<file path="src/rau_pkg.sv">
`timescale 1ns / 1ps
// Package: opcodes and payload types for the rational arithmetic unit.
package rau_pkg;

  localparam int OpW  = 3;
  localparam int NumW = 33;
  localparam int DenW = 32;

  typedef enum logic [OpW-1:0] {
    OP_ADD = 3'd0,
    OP_SUB = 3'd1,
    OP_MUL = 3'd2,
    OP_DIV = 3'd3,
    OP_EQ  = 3'd4,
    OP_GT  = 3'd5,
    OP_LT  = 3'd6,
    OP_NOP = 3'd7
  } op_t;

  // Classified work handed from the front to the back.
  typedef struct packed {
    logic [NumW-1:0] num;
    logic [DenW-1:0] den;
    logic            arith;
    logic            cmp;
  } work_t;

  typedef struct packed {
    logic [NumW-1:0] result_num;
    logic [DenW-1:0] result_den;
    logic            compare_true;
    logic            zero_divisor;
  } out_item_t;

endpackage

</file>
<file path="src/rational_arithmetic_unit.sv">
`timescale 1ns / 1ps
// Top level: rational arithmetic unit with GCD reduction.
// A transaction passes the front (accept, two multiply steps, output) and, in the back,
// goes straight out for compares and zero cases, else through Euclid steps, each a
// bit-serial remainder, and then the two exact divisions.
// The shared bit-serial divider in the back sets the rate; a two-entry queue
// lets the front classify the next transaction meanwhile.
module rational_arithmetic_unit
  import rau_pkg::*;
#(
  parameter int OPERAND_WIDTH = 16
) (
  input  logic      clk,
  input  logic      rst,
  input  logic      in_valid,
  output logic      in_stall,
  input  logic [OpW+4*OPERAND_WIDTH-1:0] in_item,
  output logic      out_valid,
  input  logic      out_stall,
  output out_item_t out_item
);

  localparam int W = OPERAND_WIDTH;

  logic  fq_valid, fq_stall, qb_valid, qb_stall;
  work_t fq_data, qb_data;

  rau_front #(.W(W)) u_front (
    .clk, .rst, .in_valid, .in_stall,
    .op_in (in_item[4*W +: OpW]),
    .an    (in_item[3*W +: W]),
    .ad    (in_item[2*W +: W]),
    .bn    (in_item[W +: W]),
    .bd    (in_item[0 +: W]),
    .wk_valid (fq_valid), .wk_stall (fq_stall), .wk (fq_data)
  );

  rau_queue u_queue (
    .clk, .rst,
    .wr_valid (fq_valid), .wr_stall (fq_stall), .wr_data (fq_data),
    .rd_valid (qb_valid), .rd_stall (qb_stall), .rd_data (qb_data)
  );

  rau_back u_back (
    .clk, .rst,
    .wk_valid (qb_valid), .wk_stall (qb_stall), .wk (qb_data),
    .out_valid, .out_stall, .out_item
  );

endmodule

</file>
<file path="src/rau_front.sv">
`timescale 1ns / 1ps
// Front: accepts a transaction, forms the cross products and classifies it.
module rau_front
  import rau_pkg::*;
#(
  parameter int W = 16
) (
  input  logic          clk,
  input  logic          rst,
  input  logic          in_valid,
  output logic          in_stall,
  input  logic [OpW-1:0] op_in,
  input  logic [W-1:0]  an,
  input  logic [W-1:0]  ad,
  input  logic [W-1:0]  bn,
  input  logic [W-1:0]  bd,
  output logic          wk_valid,
  input  logic          wk_stall,
  output work_t         wk
);

  typedef enum logic [1:0] {S_IDLE, S_MUL1, S_MUL2, S_OUT} state_t;

  state_t         state;
  op_t            op;
  logic [W-1:0]   ran, rad, rbn, rbd;
  logic [2*W-1:0] left, right;
  logic [2*W-1:0] p_a, p_b;
  logic [1:0]     step;

  // One product of each pair a cycle: step 0 cross terms, then step 1 num/den.
  always_comb begin
    if (step != 2'd0) begin
      p_a = (2*W)'(ran) * (2*W)'(rbn);
      p_b = (2*W)'(rad) * (2*W)'(op == OP_DIV ? rbn : rbd);
    end else begin
      p_a = (2*W)'(ran) * (2*W)'(rbd);
      p_b = (2*W)'(rbn) * (2*W)'(rad);
    end
  end

  assign in_stall = (state != S_IDLE);

  always_ff @(posedge clk) begin
    if (rst) begin
      state    <= S_IDLE;
      wk_valid <= 1'b0;
      step     <= 2'd0;
    end else begin
      case (state)
        S_IDLE: begin
          if (in_valid) begin
            op    <= op_t'(op_in);
            ran   <= an;
            rad   <= ad;
            rbn   <= bn;
            rbd   <= bd;
            step  <= 2'd0;
            state <= S_MUL1;
          end
        end
        S_MUL1: begin
          left  <= p_a;
          right <= p_b;
          step  <= 2'd1;
          state <= S_MUL2;
        end
        S_MUL2: begin
          case (op)
            OP_ADD: begin
              wk.arith <= 1'b1;
              wk.cmp   <= 1'b0;
              wk.num   <= NumW'(left) + NumW'(right);
              wk.den   <= DenW'(p_b);
            end
            OP_SUB: begin
              wk.arith <= 1'b1;
              wk.cmp   <= 1'b0;
              wk.num   <= (left > right) ? NumW'(left - right) : '0;
              wk.den   <= DenW'(p_b);
            end
            OP_MUL: begin
              wk.arith <= 1'b1;
              wk.cmp   <= 1'b0;
              wk.num   <= NumW'(p_a);
              wk.den   <= DenW'(p_b);
            end
            OP_DIV: begin
              wk.arith <= 1'b1;
              wk.cmp   <= 1'b0;
              wk.num   <= NumW'(left);
              wk.den   <= DenW'(p_b);
            end
            OP_EQ: begin
              wk.arith <= 1'b0;
              wk.cmp   <= (ran == rbn) && (rad == rbd);
              wk.num   <= '0;
              wk.den   <= '0;
            end
            OP_GT: begin
              wk.arith <= 1'b0;
              wk.cmp   <= left > right;
              wk.num   <= '0;
              wk.den   <= '0;
            end
            OP_LT: begin
              wk.arith <= 1'b0;
              wk.cmp   <= left < right;
              wk.num   <= '0;
              wk.den   <= '0;
            end
            default: begin
              wk.arith <= 1'b0;
              wk.cmp   <= 1'b0;
              wk.num   <= '0;
              wk.den   <= '0;
            end
          endcase
          wk_valid <= 1'b1;
          state    <= S_OUT;
        end
        S_OUT: begin
          if (!wk_stall) begin
            wk_valid <= 1'b0;
            state    <= S_IDLE;
          end
        end
        default: state <= S_IDLE;
      endcase
    end
  end

endmodule

</file>
<file path="src/rau_queue.sv">
`timescale 1ns / 1ps
// Two-entry queue between the front and the back.
module rau_queue
  import rau_pkg::*;
(
  input  logic  clk,
  input  logic  rst,
  input  logic  wr_valid,
  output logic  wr_stall,
  input  work_t wr_data,
  output logic  rd_valid,
  input  logic  rd_stall,
  output work_t rd_data
);

  work_t      mem [2];
  logic       wp, rp;
  logic [1:0] count;
  logic       push, pop;

  assign wr_stall = (count == 2'd2);
  assign rd_valid = (count != 2'd0);
  assign rd_data  = mem[rp];
  assign push     = wr_valid && !wr_stall;
  assign pop      = rd_valid && !rd_stall;

  always_ff @(posedge clk) begin
    if (push) mem[wp] <= wr_data;
    if (rst) begin
      wp    <= 1'b0;
      rp    <= 1'b0;
      count <= 2'd0;
    end else begin
      if (push) wp <= ~wp;
      if (pop) rp <= ~rp;
      count <= count + {1'b0, push} - {1'b0, pop};
    end
  end

endmodule

</file>
<file path="src/rau_back.sv">
`timescale 1ns / 1ps
// Back: Euclid GCD by restoring remainder, then two exact divisions, bit serial.
module rau_back
  import rau_pkg::*;
(
  input  logic      clk,
  input  logic      rst,
  input  logic      wk_valid,
  output logic      wk_stall,
  input  work_t     wk,
  output logic      out_valid,
  input  logic      out_stall,
  output out_item_t out_item
);

  localparam int CntW = $clog2(NumW + 1);

  typedef enum logic [2:0] {S_IDLE, S_GCD, S_DIVN, S_DIVD, S_OUT} state_t;

  state_t          state;
  logic [NumW-1:0] n, d;      // saved operands
  logic [NumW-1:0] x, y;      // Euclid pair
  logic [NumW-1:0] rem, quo;  // divider work
  logic [CntW-1:0] cnt;
  logic [NumW:0]   trial;
  logic [NumW-1:0] rsh;
  logic            do_mod;    // in GCD: divider computes x mod y

  // One restoring-division step: divisor is y.
  always_comb begin
    rsh   = {rem[NumW-2:0], quo[NumW-1]};
    trial = {1'b0, rsh} - {1'b0, y};
  end

  assign wk_stall = (state != S_IDLE);

  always_ff @(posedge clk) begin
    if (rst) begin
      state     <= S_IDLE;
      out_valid <= 1'b0;
      do_mod    <= 1'b0;
    end else begin
      case (state)
        S_IDLE: begin
          if (wk_valid) begin
            n <= wk.num;
            d <= NumW'(wk.den);
            out_item.compare_true <= wk.cmp;
            out_item.zero_divisor <= wk.arith && (wk.den == '0);
            out_item.result_num   <= wk.num;
            // zero numerator over a nonzero denominator reads as 0/1
            out_item.result_den   <= (wk.arith && wk.den != '0 && wk.num == '0) ?
                                     DenW'(1) : wk.den;
            if (!wk.arith || wk.den == '0 || wk.num == '0) begin
              out_valid <= 1'b1;
              state     <= S_OUT;
            end else begin
              x      <= wk.num;
              y      <= NumW'(wk.den);
              do_mod <= 1'b0;
              state  <= S_GCD;
            end
          end
        end
        S_GCD: begin
          if (!do_mod) begin
            if (y == '0) begin
              // x is the gcd: divide n by it
              y     <= x;
              rem   <= '0;
              quo   <= n;
              cnt   <= CntW'(NumW);
              state <= S_DIVN;
            end else begin
              rem    <= '0;
              quo    <= x;
              cnt    <= CntW'(NumW);
              do_mod <= 1'b1;
            end
          end else begin
            rem <= trial[NumW] ? rsh : trial[NumW-1:0];
            quo <= {quo[NumW-2:0], ~trial[NumW]};
            cnt <= cnt - 1'b1;
            if (cnt == CntW'(1)) begin
              x      <= y;
              y      <= trial[NumW] ? rsh : trial[NumW-1:0];
              do_mod <= 1'b0;
            end
          end
        end
        S_DIVN: begin
          if (cnt == CntW'(1)) begin
            out_item.result_num <= {quo[NumW-2:0], ~trial[NumW]};
            rem   <= '0;
            quo   <= d;
            cnt   <= CntW'(NumW);
            state <= S_DIVD;
          end else begin
            rem <= trial[NumW] ? rsh : trial[NumW-1:0];
            quo <= {quo[NumW-2:0], ~trial[NumW]};
            cnt <= cnt - 1'b1;
          end
        end
        S_DIVD: begin
          rem <= trial[NumW] ? rsh : trial[NumW-1:0];
          quo <= {quo[NumW-2:0], ~trial[NumW]};
          cnt <= cnt - 1'b1;
          if (cnt == CntW'(1)) begin
            out_item.result_den <= DenW'({quo[NumW-2:0], ~trial[NumW]});
            out_valid <= 1'b1;
            state     <= S_OUT;
          end
        end
        S_OUT: begin
          if (!out_stall) begin
            out_valid <= 1'b0;
            state     <= S_IDLE;
          end
        end
        default: state <= S_IDLE;
      endcase
    end
  end

endmodule

</file>
<file path="config.mk">
export PLATFORM = sky130hd
export DESIGN_NAME = rational_arithmetic_unit
export DESIGN_NICKNAME = d
export VERILOG_FILES = /design/src/rau_pkg.sv /design/src/rational_arithmetic_unit.sv /design/src/rau_front.sv /design/src/rau_queue.sv /design/src/rau_back.sv
export SDC_FILE = /design/constraint.sdc
export NUM_CORES = 2
export LEC_CHECK = 0
export ABC_AREA = 1
export BUFFER_PORTS_ARGS = -buffer_cell sky130_fd_sc_hd__buf_2
export CORE_AREA = 4 4 450 452
export CTS_CLUSTER_DIAMETER = 100
export DETAILED_ROUTE_END_ITERATION = 10
export DIE_AREA = 0 0 454 456
export HOLD_SLACK_MARGIN = 0.1
export PLACE_DENSITY = 0.56
export SLEW_MARGIN = 30
export SYNTH_ARGS = -nofsm -noshare
export SYNTH_HDL_FRONTEND = slang
export SYNTH_SLANG_ARGS = --single-unit
</file>
<file path="constraint.sdc">
create_clock -name clk -period 10.7 [get_ports clk]
set_clock_uncertainty 0.05 [all_clocks]
set_input_delay 2.14 -clock clk [delete_from_list [all_inputs] [get_ports clk]]
set_output_delay 2.14 -clock clk [all_outputs]
set_load 0.005 [all_outputs]
</file>
==> summary.txt <==
Floorplanning
  • Die Wd: 454 um
  • Row cnt: roughly 160
  • Core ar.: around 200,000 um2
  • Area of the die: about 210,000 um2
  • I/O pins: 140
  • Initial Util: between 30% and 40%
  • Die extent in y: 456 um

Logic synthesis
  • Seq cells post-synth: approximately 620
  • Number of synthesized flops with an enable pin: 601
  • Xor/xnor share of the synthesized area: 0.824%
  • Synthesized area: 69,100 um2
  • Synth Area in Adders: 32.3%
  • Complex-gate fraction of the synthesized area: under 10%
  • Share of the synthesized area in the top cell type: 26.1%
  • Multiplexer share of the synthesized area: 0.0145%
  • Post-synth ARST share: 0%
  • Top cells by area, synth: edfxtp_1 (26%), fa_1 (23%), nand2_1 (13%)
  • Synth Flop Type: edfxtp_1
  • Seq/Total Area, Yosys: 26.5%
  • Post-synthesis cell count: roughly 8,700
  • Yosys warns: 0
  • Largest family of logic cells by synthesized area: adder cells
  • Post-synthesis simple-gate area fraction: 21.1%
  • Mean Syn Cell Area: 7.93 um2
  • Syn_nets: 10,104
  • Synth cell types: 52
  • Largest area contributor in the netlist: edfxtp_1

Critical path
  • WP data required: 11,050 ps
  • CP Class: reg2reg
  • CP top delay family: adder cells
  • Most used cell, CP: fa_1
  • R2r setup slk: 2860 ps
  • CP Capture Type: flop
  • Crit start category: flop
  • Max stage delay on crit path: 600 ps
  • Arrival time at the worst endpoint: 8190 ps
  • Critical path buffer and inverter count: 6
  • Crit path max fanout: between 40 and 50
  • Crit-path slowest cell: buf_4

Global routing
  • Gr ovfl total: 0
  • Vias in the first global route: 57,913
  • Tot GR Track Use: approximately 23%
  • Largest net degree at the start of global routing: 73
  • Initial antenna violation count: 4
  • Global-route wire length before repair: 361 mm

Detailed routing
  • Routed vias: 56,640
  • Post-route ant nets: 0
  • Initial drt markers: about 4,500
  • WL per Instance: 20.8 um
  • Routed wire length: roughly 240 mm
  • Vias/cell: 4.94
  • 1st-pass router iterations: 8
  • DRC errors left: 0

Clock tree
  • Hold buffers post-CTS: 0
  • Maximum root-to-sink buffer count: 3
  • Setup bufs post-CTS: 0
  • CTS Root Cell: clkbuf_16
  • H-tree depth: 3
  • Clock sink count: 615
  • Worst-Skew Late Latency: 710 ps
  • Post-cts resize count: 0
  • CTS tree: built
  • Worst-path clk slew: 60 ps
  • Num CTS Buffers: 75

Place
  • HPWL Detailed: between 150 and 200 mm
  • Inst Count DP: roughly 11,000
  • Placer Congestion: 0.949
  • # port buffers: 139

STA
  • Setup violators final: 0
  • RSZ-0062 raised after global routing: no
  • Final Hold Violating Endpoints: 0
  • Setup TNS: 0 ps
  • Minimum clock period: 7840 ps
  • Worst hold slack: 392 ps
  • Fmax: approximately 130 MHz
  • Worst relative slew slack: 33.0%
  • Period utilization: 73.3%
  • Slew @ Worst Pin: 1010 ps
  • Slew Limit Fails: 0

Layout
  • Commonest non-fill, non-tap cell in the layout: nand2_1
  • Nets: 10,128
  • Non-filler cells, final: about 11,000
  • Core Util, Final: between 30% and 40%
  • Area Growth Syn to Fin: 9.09%
  • Most frequent cells in the layout: nand2_1 (2,437), inv_1 (2,049), fa_1 (779)
  • Share of cells above drive strength 1: 5.59%

Job
  • Max Cap Viol: 0

Min path
  • Hold crit path type: reg2reg

Run status
  • Outcome: completed
-- worst paths after layout --
check | startpoint | endpoint | depth (start not counted)
hold reg to reg | u_front.wk[55] | u_queue.mem[1][55] | 0
setup reg to reg | u_front.op[2] | u_front.wk[20] | 25
hold / removal | u_front.wk[55] | u_queue.mem[1][55] | 0
setup / recovery | u_front.op[2] | u_front.wk[20] | 25
-- worst reg2reg max path, cell delays in order (launching register included) --
cell,delay [ps]
edfxtp_1,350
buf_4,270
nor3_4,260
buf_4,600
o21ai_0,420
inv_1,420
nand2_1,150
fa_1,540
fa_1,570
fa_1,530
inv_1,50
fa_1,490
fa_1,490
inv_1,50
fa_1,480
inv_1,50
ha_1,490
nand2_1,170
nor2_1,220
nand4_1,120
nand3_1,190
a21oi_1,100
nand2_1,80
nand3_1,130
o21ai_0,180
nor2_1,80
-- metal layers --
| layer | global-route usage (%) | part of all wire (%) | vias up |
|---|---|---|---|
| li1 | - | - | 26581 |
| met1 | 31.0 | 44 | 27946 |
| met2 | 38.4 | 47 | 1764 |
| met3 | 2.40 | 5.4 | 347 |
| met4 | 7.44 | 3.8 | 2 |
| met5 | 0 | 0.0042 | - |
-- kinds of logic after synthesis --
| logic type | Yosys count |
|---|---|
| flip-flops | 615 |
| AND/OR/NAND/NOR | 3623 |
| XOR/XNOR | 65 |
| adder cells (fa/ha/maj) | 1316 |
| buffers and inverters | 2368 |
| multiplexers | 1 |
| AO/OA/AOI/OAI | 729 |
-- metrics by stage --
step                      setup WS [ps]  instance area [um2]
after floorplan                    2830                69100
after global placement             3000                72800
after detailed placement           2870                72800
after CTS                          2810                75400
after global routing               2350                75400
final                              2860                75400
-- cells in the mapped netlist (5+ instances only) --
cell,n
o21bai_1,25
nand4_1,58
nand3_1,350
inv_1,2051
and2_1,16
ha_1,537
buf_2,33
nand2_1,2439
o22ai_1,40
a31oi_1,5
o22ai_2,30
clkinv_1,10
buf_1,23
o221ai_1,32
o211ai_1,8
nor3_1,60
xor2_1,35
edfxtp_1,601
clkbuf_1,230
nor2_1,608
xnor2_1,30
o21ai_2,10
nor4_1,6
o21ai_0,285
inv_2,5
dfxtp_1,14
or2_2,56
o21ai_1,16
a21o_1,12
fa_1,779
o21a_1,6
buf_6,13
a21oi_1,246
nand3b_1,20
-- registers in the layout, summed over array words and instances (netlist names), 6 cells and up, named ones only --
signal,cells
u_back.y,33
u_front.rbn,16
u_back.quo,33
u_front.ran,16
u_back.rem,32
u_front.right,32
u_back.x,33
u_back.cnt,6
u_queue.mem,134
u_back.out_item,67
u_front.rbd,16
u_back.n,33
u_front.rad,16
u_back.d,32
u_front.wk,67
u_front.left,32
-- final cells by class --
cell class                      instances  area, um2
Fill cell                           20600     123000
Inverter                             2066       7760
Timing Repair Buffer                  249       1590
Sequential cell                       615      18300
Clock inverter                         44        552
Multi-Input combinational cell       5734      41900
Antenna cell                            1       2.50
Tap cell                             2656       3320
Clock buffer                           90       1980
Power is not shown: default switching activity piles up to over one toggle a cycle in this logic, so the estimate is an artifact.
